--- src/hw/rtl/pcbc_pkg.sv ---
`timescale 1ns / 1ps
`default_nettype none

package pcbc_pkg;

    localparam int COORD_W   = 12;
    localparam int BYTE_W    = 8;
    localparam int ADDR_W    = 26;
    localparam int CH_W      = 3;
    localparam int ROW_W     = 13;
    localparam int CFG_IDX_W = 3;
    localparam int CFG_DAT_W = 13;
    localparam int LIN_W     = ROW_W + COORD_W;

    localparam int MAX_CHANNELS = 4;

    // Register indexes on the configuration port.
    localparam logic [CFG_IDX_W-1:0] CFG_DST_CH     = 3'd0;
    localparam logic [CFG_IDX_W-1:0] CFG_SRC_CH     = 3'd1;
    localparam logic [CFG_IDX_W-1:0] CFG_DST_ROW    = 3'd2;
    localparam logic [CFG_IDX_W-1:0] CFG_SRC_ROW    = 3'd3;
    localparam logic [CFG_IDX_W-1:0] CFG_TRANSPOSED = 3'd4;
    localparam logic [CFG_IDX_W-1:0] CFG_LUMA_ALPHA = 3'd5;

    localparam logic [CH_W-1:0] CH_ONE  = 3'd1;
    localparam logic [CH_W-1:0] CH_TWO  = 3'd2;
    localparam logic [CH_W-1:0] CH_FOUR = 3'd4;

    localparam logic [BYTE_W-1:0] BYTE_FULL = 8'd255;

    // floor(n / 3) equals (n * 683) >> 11 for every n below 2046.
    localparam int GREY_SUM_W  = 10;
    localparam int GREY_RECIP  = 683;
    localparam int GREY_SHIFT  = 11;
    localparam int GREY_PROD_W = 20;

    typedef struct packed {
        logic [COORD_W-1:0] dest_x;
        logic [COORD_W-1:0] dest_y;
        logic [COORD_W-1:0] src_x;
        logic [COORD_W-1:0] src_y;
        logic [BYTE_W-1:0]  src_byte0;
        logic [BYTE_W-1:0]  src_byte1;
        logic [BYTE_W-1:0]  src_byte2;
        logic [BYTE_W-1:0]  src_byte3;
        logic [BYTE_W-1:0]  old_dst_byte0;
        logic [BYTE_W-1:0]  old_dst_byte1;
        logic [BYTE_W-1:0]  old_dst_byte2;
        logic [BYTE_W-1:0]  old_dst_byte3;
    } t_in_req;

    typedef struct packed {
        logic [ADDR_W-1:0] dest_byte_address;
        logic [ADDR_W-1:0] source_byte_address;
        logic [BYTE_W-1:0] new_dst_byte0;
        logic [BYTE_W-1:0] new_dst_byte1;
        logic [BYTE_W-1:0] new_dst_byte2;
        logic [BYTE_W-1:0] new_dst_byte3;
    } t_out_rsp;

    typedef logic [3:0][BYTE_W-1:0] t_pixel;

    // Load strobes of the three pipeline stages.
    typedef struct packed {
        logic ld1;
        logic ld2;
        logic ld3;
    } t_stage_ctl;

    function automatic logic [CH_W-1:0] clamp_channels(input logic [CH_W-1:0] c);
        logic [CH_W-1:0] r;
        if (c == '0) begin
            r = CH_ONE;
        end else if (c > CH_W'(MAX_CHANNELS)) begin
            r = CH_W'(MAX_CHANNELS);
        end else begin
            r = c;
        end
        return r;
    endfunction

    // Multiply a linear pixel index by a channel count of 1 to 4, modulo 2^ADDR_W.
    function automatic logic [ADDR_W-1:0] scale_by_channels(
        input logic [ADDR_W-1:0] lin,
        input logic [CH_W-1:0]   ch
    );
        logic [ADDR_W-1:0] r;
        unique case (ch)
            3'd2:    r = {lin[ADDR_W-2:0], 1'b0};
            3'd3:    r = lin + {lin[ADDR_W-2:0], 1'b0};
            3'd4:    r = {lin[ADDR_W-3:0], 2'b00};
            default: r = lin;
        endcase
        return r;
    endfunction

endpackage

`default_nettype wire

--- src/hw/rtl/pcbc_addr.sv ---
`timescale 1ns / 1ps
`default_nettype none

module pcbc_addr (
    input  wire logic                       i_clk,
    input  wire pcbc_pkg::t_stage_ctl       i_ctl,
    input  wire logic [pcbc_pkg::COORD_W-1:0] i_dest_x,
    input  wire logic [pcbc_pkg::COORD_W-1:0] i_dest_y,
    input  wire logic [pcbc_pkg::COORD_W-1:0] i_src_x,
    input  wire logic [pcbc_pkg::COORD_W-1:0] i_src_y,
    input  wire logic [pcbc_pkg::ROW_W-1:0] i_dst_row,
    input  wire logic [pcbc_pkg::ROW_W-1:0] i_src_row,
    input  wire logic [pcbc_pkg::CH_W-1:0]  i_dst_ch,
    input  wire logic [pcbc_pkg::CH_W-1:0]  i_src_ch,
    input  wire logic                       i_transposed,
    output logic      [pcbc_pkg::ADDR_W-1:0] o_dst_addr,
    output logic      [pcbc_pkg::ADDR_W-1:0] o_src_addr
);
    import pcbc_pkg::*;

    logic [COORD_W-1:0] n_col;
    logic [COORD_W-1:0] n_row;
    logic [LIN_W-1:0]   n_dprod;
    logic [LIN_W-1:0]   n_sprod;

    logic [LIN_W-1:0]   r_dprod;
    logic [LIN_W-1:0]   r_sprod;
    logic [COORD_W-1:0] r_dx;
    logic [COORD_W-1:0] r_col;
    logic [ADDR_W-1:0]  r_dlin;
    logic [ADDR_W-1:0]  r_slin;
    logic [ADDR_W-1:0]  r_dst_addr;
    logic [ADDR_W-1:0]  r_src_addr;

    always_comb begin
        n_col   = i_transposed ? i_src_y : i_src_x;
        n_row   = i_transposed ? i_src_x : i_src_y;
        n_dprod = LIN_W'(i_dst_row) * LIN_W'(i_dest_y);
        n_sprod = LIN_W'(i_src_row) * LIN_W'(n_row);
    end

    // Stage 1: row multiply. Stage 2: add the column. Stage 3: scale by channels.
    always_ff @(posedge i_clk) begin
        if (i_ctl.ld1) begin
            r_dprod <= n_dprod;
            r_sprod <= n_sprod;
            r_dx    <= i_dest_x;
            r_col   <= n_col;
        end
        if (i_ctl.ld2) begin
            r_dlin <= ADDR_W'(r_dprod) + ADDR_W'(r_dx);
            r_slin <= ADDR_W'(r_sprod) + ADDR_W'(r_col);
        end
        if (i_ctl.ld3) begin
            r_dst_addr <= scale_by_channels(r_dlin, i_dst_ch);
            r_src_addr <= scale_by_channels(r_slin, i_src_ch);
        end
    end

    assign o_dst_addr = r_dst_addr;
    assign o_src_addr = r_src_addr;

endmodule

`default_nettype wire

--- src/hw/rtl/pcbc_conv.sv ---
`timescale 1ns / 1ps
`default_nettype none

module pcbc_conv (
    input  wire logic                      i_clk,
    input  wire pcbc_pkg::t_stage_ctl      i_ctl,
    input  wire pcbc_pkg::t_pixel          i_src,
    input  wire pcbc_pkg::t_pixel          i_old,
    input  wire logic [pcbc_pkg::CH_W-1:0] i_dst_ch,
    input  wire logic [pcbc_pkg::CH_W-1:0] i_src_ch,
    input  wire logic                      i_luma_alpha,
    output pcbc_pkg::t_pixel               o_new
);
    import pcbc_pkg::*;

    logic [GREY_SUM_W-1:0]  r_sum;
    t_pixel                 r_src1;
    t_pixel                 r_old1;
    logic [GREY_PROD_W-1:0] n_prod;
    logic [BYTE_W-1:0]      r_grey;
    t_pixel                 r_src2;
    t_pixel                 r_old2;
    t_pixel                 n_new;
    t_pixel                 r_new;

    assign n_prod = GREY_PROD_W'(r_sum) * GREY_PROD_W'(GREY_RECIP);

    always_comb begin
        n_new = r_old2;
        if (i_dst_ch == i_src_ch) begin
            for (int i = 0; i < MAX_CHANNELS; i++) begin
                if (CH_W'(i) < i_dst_ch) begin
                    n_new[i] = r_src2[i];
                end
            end
        end else if (i_dst_ch <= CH_TWO) begin
            if (i_src_ch == CH_ONE) begin
                if (i_luma_alpha) begin
                    n_new[0] = BYTE_FULL;
                    n_new[1] = r_src2[0];
                end else begin
                    n_new[0] = r_src2[0];
                end
            end else if (i_src_ch == CH_TWO) begin
                // Grey with alpha into grey keeps the grey channel only.
                n_new[0] = r_src2[0];
            end else begin
                n_new[0] = r_grey;
                if (i_dst_ch == CH_TWO && i_src_ch == CH_FOUR) begin
                    n_new[1] = r_src2[3];
                end
            end
        end else begin
            if (i_src_ch == CH_TWO) begin
                n_new[0] = r_src2[0];
                n_new[1] = r_src2[0];
                n_new[2] = r_src2[0];
                if (i_dst_ch == CH_FOUR) begin
                    n_new[3] = r_src2[1];
                end
            end else if (i_src_ch == CH_ONE) begin
                if (i_dst_ch == CH_FOUR && i_luma_alpha) begin
                    n_new[0] = BYTE_FULL;
                    n_new[1] = BYTE_FULL;
                    n_new[2] = BYTE_FULL;
                    n_new[3] = r_src2[0];
                end else begin
                    n_new[0] = r_src2[0];
                    n_new[1] = r_src2[0];
                    n_new[2] = r_src2[0];
                end
            end else begin
                n_new[0] = r_src2[0];
                n_new[1] = r_src2[1];
                n_new[2] = r_src2[2];
            end
        end
    end

    // Stage 1: colour sum. Stage 2: divide by three. Stage 3: channel mapping.
    always_ff @(posedge i_clk) begin
        if (i_ctl.ld1) begin
            r_sum  <= GREY_SUM_W'(i_src[0]) + GREY_SUM_W'(i_src[1]) + GREY_SUM_W'(i_src[2]);
            r_src1 <= i_src;
            r_old1 <= i_old;
        end
        if (i_ctl.ld2) begin
            r_grey <= n_prod[GREY_SHIFT +: BYTE_W];
            r_src2 <= r_src1;
            r_old2 <= r_old1;
        end
        if (i_ctl.ld3) begin
            r_new <= n_new;
        end
    end

    assign o_new = r_new;

endmodule

`default_nettype wire

--- src/hw/rtl/pixel_channel_blit_convert.sv ---
// Channel  Direction  Handshake                    Payload
// in       request    i_in_valid / o_in_ready      i_req (t_in_req)
// out      result     o_out_valid / i_out_ready    o_rsp (t_out_rsp)
// cfg      write      i_cfg_we                     i_cfg_index, i_cfg_data
//
// Every accepted request passes through three register stages before its result is valid,
// and one request can be accepted in every cycle unless all stages are full and the output
// stalls; the stages are those of the address multiplier and the divide-by-three path.
// Reset clears the stage valid bits and loads the register reset values.
// A stall on the output holds only the stages that are full, so bubbles close up and
// nothing is lost or repeated.
`timescale 1ns / 1ps
`default_nettype none

module pixel_channel_blit_convert #(
    parameter int MAX_WIDTH = 4096
) (
    input  wire logic                          i_clk,
    input  wire logic                          i_rst_n,
    input  wire logic                          i_in_valid,
    output logic                               o_in_ready,
    input  wire pcbc_pkg::t_in_req             i_req,
    output logic                               o_out_valid,
    input  wire logic                          i_out_ready,
    output pcbc_pkg::t_out_rsp                 o_rsp,
    input  wire logic                          i_cfg_we,
    input  wire logic [pcbc_pkg::CFG_IDX_W-1:0] i_cfg_index,
    input  wire logic [pcbc_pkg::CFG_DAT_W-1:0] i_cfg_data
);
    import pcbc_pkg::*;

    localparam int ROW_MAX_CODE = (1 << ROW_W) - 1;
    localparam int ROW_LIMIT_I  = (MAX_WIDTH > ROW_MAX_CODE) ? ROW_MAX_CODE : MAX_WIDTH;
    localparam int ROW_RESET_I  = (1024 > ROW_LIMIT_I) ? ROW_LIMIT_I : 1024;
    localparam logic [ROW_W-1:0] ROW_LIMIT = ROW_W'(ROW_LIMIT_I);
    localparam logic [ROW_W-1:0] ROW_RESET = ROW_W'(ROW_RESET_I);

    logic [CH_W-1:0]  r_dst_ch;
    logic [CH_W-1:0]  r_src_ch;
    logic [ROW_W-1:0] r_dst_row;
    logic [ROW_W-1:0] r_src_row;
    logic             r_transposed;
    logic             r_luma_alpha;
    logic [ROW_W-1:0] n_row_clamped;

    logic       r_v1;
    logic       r_v2;
    logic       r_v3;
    logic       rdy1;
    logic       rdy2;
    logic       rdy3;
    t_stage_ctl ctl;

    t_pixel src_pix;
    t_pixel old_pix;
    t_pixel new_pix;
    logic [ADDR_W-1:0] dst_addr;
    logic [ADDR_W-1:0] src_addr;

    assign n_row_clamped = (i_cfg_data > ROW_LIMIT) ? ROW_LIMIT : i_cfg_data;

    // Registers hold their clamped values, which is all the datapath ever uses.
    always_ff @(posedge i_clk) begin
        if (!i_rst_n) begin
            r_dst_ch     <= CH_FOUR;
            r_src_ch     <= CH_FOUR;
            r_dst_row    <= ROW_RESET;
            r_src_row    <= ROW_RESET;
            r_transposed <= 1'b0;
            r_luma_alpha <= 1'b0;
        end else if (i_cfg_we) begin
            unique case (i_cfg_index)
                CFG_DST_CH:     r_dst_ch     <= clamp_channels(i_cfg_data[CH_W-1:0]);
                CFG_SRC_CH:     r_src_ch     <= clamp_channels(i_cfg_data[CH_W-1:0]);
                CFG_DST_ROW:    r_dst_row    <= n_row_clamped;
                CFG_SRC_ROW:    r_src_row    <= n_row_clamped;
                CFG_TRANSPOSED: r_transposed <= i_cfg_data[0];
                CFG_LUMA_ALPHA: r_luma_alpha <= i_cfg_data[0];
                default: begin
                end
            endcase
        end
    end

    assign rdy3 = !r_v3 || i_out_ready;
    assign rdy2 = !r_v2 || rdy3;
    assign rdy1 = !r_v1 || rdy2;
    assign o_in_ready = rdy1;

    assign ctl = {rdy1, rdy2, rdy3};

    always_ff @(posedge i_clk) begin
        if (!i_rst_n) begin
            r_v1 <= 1'b0;
            r_v2 <= 1'b0;
            r_v3 <= 1'b0;
        end else begin
            if (rdy1) begin
                r_v1 <= i_in_valid;
            end
            if (rdy2) begin
                r_v2 <= r_v1;
            end
            if (rdy3) begin
                r_v3 <= r_v2;
            end
        end
    end

    assign src_pix = {i_req.src_byte3, i_req.src_byte2, i_req.src_byte1, i_req.src_byte0};
    assign old_pix = {i_req.old_dst_byte3, i_req.old_dst_byte2,
                      i_req.old_dst_byte1, i_req.old_dst_byte0};

    pcbc_addr u_addr (
        .i_clk        (i_clk),
        .i_ctl        (ctl),
        .i_dest_x     (i_req.dest_x),
        .i_dest_y     (i_req.dest_y),
        .i_src_x      (i_req.src_x),
        .i_src_y      (i_req.src_y),
        .i_dst_row    (r_dst_row),
        .i_src_row    (r_src_row),
        .i_dst_ch     (r_dst_ch),
        .i_src_ch     (r_src_ch),
        .i_transposed (r_transposed),
        .o_dst_addr   (dst_addr),
        .o_src_addr   (src_addr)
    );

    pcbc_conv u_conv (
        .i_clk        (i_clk),
        .i_ctl        (ctl),
        .i_src        (src_pix),
        .i_old        (old_pix),
        .i_dst_ch     (r_dst_ch),
        .i_src_ch     (r_src_ch),
        .i_luma_alpha (r_luma_alpha),
        .o_new        (new_pix)
    );

    assign o_out_valid               = r_v3;
    assign o_rsp.dest_byte_address   = dst_addr;
    assign o_rsp.source_byte_address = src_addr;
    assign o_rsp.new_dst_byte0       = new_pix[0];
    assign o_rsp.new_dst_byte1       = new_pix[1];
    assign o_rsp.new_dst_byte2       = new_pix[2];
    assign o_rsp.new_dst_byte3       = new_pix[3];

endmodule

`default_nettype wire

--- config.mk ---
export PLATFORM = sky130hd
export DESIGN_NAME = pixel_channel_blit_convert
export DESIGN_NICKNAME = d
export VERILOG_FILES = /design/src/hw/rtl/pcbc_pkg.sv /design/src/hw/rtl/pcbc_addr.sv /design/src/hw/rtl/pcbc_conv.sv /design/src/hw/rtl/pixel_channel_blit_convert.sv
export SDC_FILE = /design/constraint.sdc
export NUM_CORES = 1
export LEC_CHECK = 0
export BUFFER_PORTS_ARGS = -buffer_cell sky130_fd_sc_hd__buf_2
export CORE_AREA = 3 3 283 285
export CTS_CLUSTER_SIZE = 16
export DETAILED_ROUTE_END_ITERATION = 6
export DIE_AREA = 0 0 286 288
export PLACE_DENSITY = 0.56
export SYNTH_ARGS = -nofsm -noshare
export SYNTH_HDL_FRONTEND = slang
export SYNTH_SLANG_ARGS = --single-unit
--- constraint.sdc ---
create_clock -name i_clk -period 7.1 [get_ports i_clk]
set_clock_uncertainty 0.1 [all_clocks]
set_input_delay 0.71 -clock i_clk [delete_from_list [all_inputs] [get_ports i_clk]]
set_output_delay 0.71 -clock i_clk [all_outputs]
set_load 0.01 [all_outputs]
==> impl_metrics.json <==
{
  "status": "completed",
  "p_leak_nw": 15.6,
  "ant_nets": 0,
  "netlist_instances": 2967,
  "start_util_pct": 39.8,
  "die_h_um": 288,
  "postCtsSetupBuffers": 0,
  "yosysWarnings": 0,
  "vias_per_cell": 5.19,
  "post-route-drc-count": 0,
  "first_global_vias": 22600,
  "grt_pass1_wl_um": 125000,
  "regToRegStartpoint": "r_transposed$_SDFFE_PN0P_",
  "synth_area_leaders": "edfxtp_1, fa_1, ha_1",
  "synth_cell_types": 75,
  "wl_um": 78800,
  "overflow": 0,
  "intPower_mw": 6.72,
  "nFillCells": 7386,
  "wl_per_cell_um": 18.6,
  "rsz0062_at_grt": "false",
  "synthFlopType": "edfxtp_1",
  "synth_area_per_cell_um2": 10.4,
  "drtPass1Iterations": 6,
  "fin_crit_sh_pct": 88.9,
  "globalplace.congestion": 0.869,
  "cap_violations": 0,
  "grt_usage_pct": 19.1,
  "clock_sinks": 393,
  "ir_drop_uv": 369,
  "core-area_um2": 77600,
  "clkPwrFrac_pct": 24.1,
  "hold_depth": 1,
  "antenna_found_initial": 0,
  "finalSetupViolations": 0,
  "final.setup.tns_ns": 0,
  "vias": 21900,
  "root_buffer": "clkbuf_16",
  "hold_buffers": 0,
  "worstHoldStart": "i_req[11]",
  "slowest_delay_ns": 0.87,
  "portBuffers": 218,
  "cts_tree": "yes",
  "path_max_fanout": 22,
  "swShare_pct": 36.8,
  "endpoint_kind": "flop",
  "synth_edf_count": 356,
  "ys_async_sr_fraction_pct": 0,
  "power.density_nw_per_um2": 306,
  "cp.buffers_inverters": 4,
  "yosysTopAreaCell": "edfxtp_1",
  "dp_hpwl_um": 61100,
  "netlist_area_um2": 30900,
  "r2r_setup_slack_ns": 0.79,
  "seq_area_um2": 11400,
  "finalPower_mw": 10.6,
  "nets": 3798,
  "yosys.area.top_type_share_pct": 34.6,
  "arrival_ns": 6.51,
  "hold_path.class": "input pin to flop",
  "ys_seq_elements": 393,
  "slew_headroom_pct": 30.1,
  "worstMarginPinSlew_ns": 1.04,
  "critPathRequiredTime_ns": 7.30,
  "clk_path_buf_depth": 3,
  "critical_path.slowest_cell": "dfxtp_1",
  "drive_gt1_share_pct": 11.6,
  "rows": 102,
  "maxSlewViolCount": 0,
  "startpoint_type": "flop",
  "period_needed_ns": 6.31,
  "layout_common_cells": "inv_1, nand2_1, edfxtp_1, ha_1, fa_1",
  "min_to": "u_conv.r_old1[19]$_DFFE_PP_",
  "dieArea_um2": 82400,
  "clk_latency_ns": 0.60,
  "htree_levels": 2,
  "clk_pin_slew_ns": 0.07,
  "fmax_ghz": 0.158,
  "pin_count": 219,
  "switching_power_mw": 3.92,
  "hold_viol": 0,
  "fp.dieW_um": 286,
  "multiInputGateArea_um2": 17700,
  "cp_top_family": "adder cells",
  "crit_type": "flop to flop",
  "reg2reg_depth": 19,
  "grt_max_degree": 75,
  "cpMostUsedCell": "fa_1",
  "cts.repair.resized": 0,
  "seqPwrFrac_pct": 30.7,
  "path_cells": "mux2_2, and2_1, fa_1, inv_1, fa_1, inv_1, fa_1, fa_1, inv_1, fa_1, inv_1, ha_1, and2_1, a31oi_1, o211ai_1, a31oi_1, o21ai_0, nand4_1, o311ai_1",
  "syn_to_final_growth_pct": 12.4,
  "worstReg2RegEnd": "u_addr.r_sprod[21]$_DFFE_PP_",
  "final_common_cell": "inv_1",
  "ys_seq_area_share_pct": 37.0,
  "p_comb_share_pct": 45.2,
  "synth_fp_nets": 3619,
  "drt_iter0_drc": 1277,
  "numCtsBuffers": 48
}
[worst reg2reg max path: cells and delay by family, from the launching register on]
kind                     cells  cell delay (ns)
adder cells (fa/ha/maj)      6             2.75
AO/OA/AOI/OAI                5             1.00
flip-flops                   1             0.87
AND/OR/NAND/NOR              3             0.58
multiplexers                 1             0.55
buffers and inverters        4             0.20
[cells in the mapped netlist, types with 26 or more instances]
master      n
clkbuf_1  100
nand2_1   380
edfxtp_1  356
mux2i_1    29
o21ai_0    72
fa_1      247
ha_1      272
o22ai_1    54
and2_1    118
o21a_1     26
dfxtp_1    37
and3_1     31
a21o_1     41
xnor2_1   113
nor2_1    127
xor2_1     31
nand3_1    31
nor2b_1    46
a21boi_0   31
inv_1     382
a31oi_1    29
nor3_1     33
a21oi_1   113
[cell families (layout without fill, tap and decap cells)]
logic type / Yosys count / count (layout) / synth area share, %
buffers and inverters: 494 / 712 / 6.01
other: 0 / 1 / 0
adders and majority gates: 519 / 519 / 27.0
muxes: 53 / 53 / 1.81
xor gates and xnor gates: 144 / 144 / 4.08
and+or+nand+nor: 838 / 838 / 12.7
DFF: 393 / 393 / 37.0
AOI/OAI and AO/OA: 526 / 526 / 11.4
[final cells by class]
type | count | share of cell area [%]
multi-input combinational | 2080 | 50.8
sequential | 393 | 32.9
inverter | 385 | 4.16
tap | 1040 | 3.74
timing repair buffer | 238 | 3.57
clock buffer | 53 | 3.51
clock inverter | 36 | 1.32
antenna | 1 | 0.00720
[registers in the layout, summed over array words and instances, names as in the netlist, 13 cells and up]
signal	cells
r_dst_row	13
r_src_row	13
u_addr.o_dst_addr	26
u_addr.o_src_addr	26
u_addr.r_dlin	26
u_addr.r_dprod	25
u_addr.r_slin	26
u_addr.r_sprod	25
u_conv.o_new	32
u_conv.r_old1	32
u_conv.r_old2	32
u_conv.r_src1	32
u_conv.r_src2	32
[through the flow]
step                hold WS [ns]  util (%)  worst slack [ns]  area [µm²]  std cells
floorplan                  0.300         -              1.01       30900       2967
global placement           0.301      42.6             0.966       33100       4136
detailed placement         0.305      42.6             0.820       33100       4136
CTS                        0.135      44.8             0.805       34700       4225
global route               0.143      44.8             0.471       34700       4225
finish                     0.173      44.8             0.785       34800       4226
[worst max path at each step]
stage | startpoint | cells after the start | slack, ns | endpoint
2_1_floorplan | i_out_ready | 2 | 1.01 | u_addr.r_col[0]$_DFFE_PP_
5_1_grt | r_transposed$_SDFFE_PN0P_ | 19 | 0.47 | u_addr.r_sprod[21]$_DFFE_PP_
3_3_place_gp | r_transposed$_SDFFE_PN0P_ | 19 | 0.97 | u_addr.r_sprod[24]$_DFFE_PP_
4_1_cts | r_transposed$_SDFFE_PN0P_ | 19 | 0.81 | u_addr.r_sprod[24]$_DFFE_PP_
6_report | r_transposed$_SDFFE_PN0P_ | 19 | 0.79 | u_addr.r_sprod[21]$_DFFE_PP_
3_5_place_dp | r_transposed$_SDFFE_PN0P_ | 19 | 0.82 | u_addr.r_sprod[24]$_DFFE_PP_
[metal layers]
| metal | vias to the layer above | track usage [%] | routed length (µm) | part of all wire (%) |
|---|---|---|---|---|
| met5 | - | 0 | 0 | 0 |
| met4 | 0 | 5.76 | 2230 | 2.8 |
| met3 | 127 | 2.87 | 4280 | 5.4 |
| met2 | 651 | 31.6 | 36600 | 46 |
| met1 | 10600 | 25.9 | 35700 | 45 |
| li1 | 10500 | - | - | - |
[power by group through the flow]
stage                     sequential (mW)  clock, mW  combinational (mW)
after detailed placement             3.31          0                4.80
after CTS                            3.27       2.65                4.89
after global routing                 3.29       2.74                5.53
after floorplan                      3.24          0                3.63
final                                3.26       2.57                4.81
after global placement               3.31          0                4.70
Note: power is estimated with default switching activity, not from simulation.
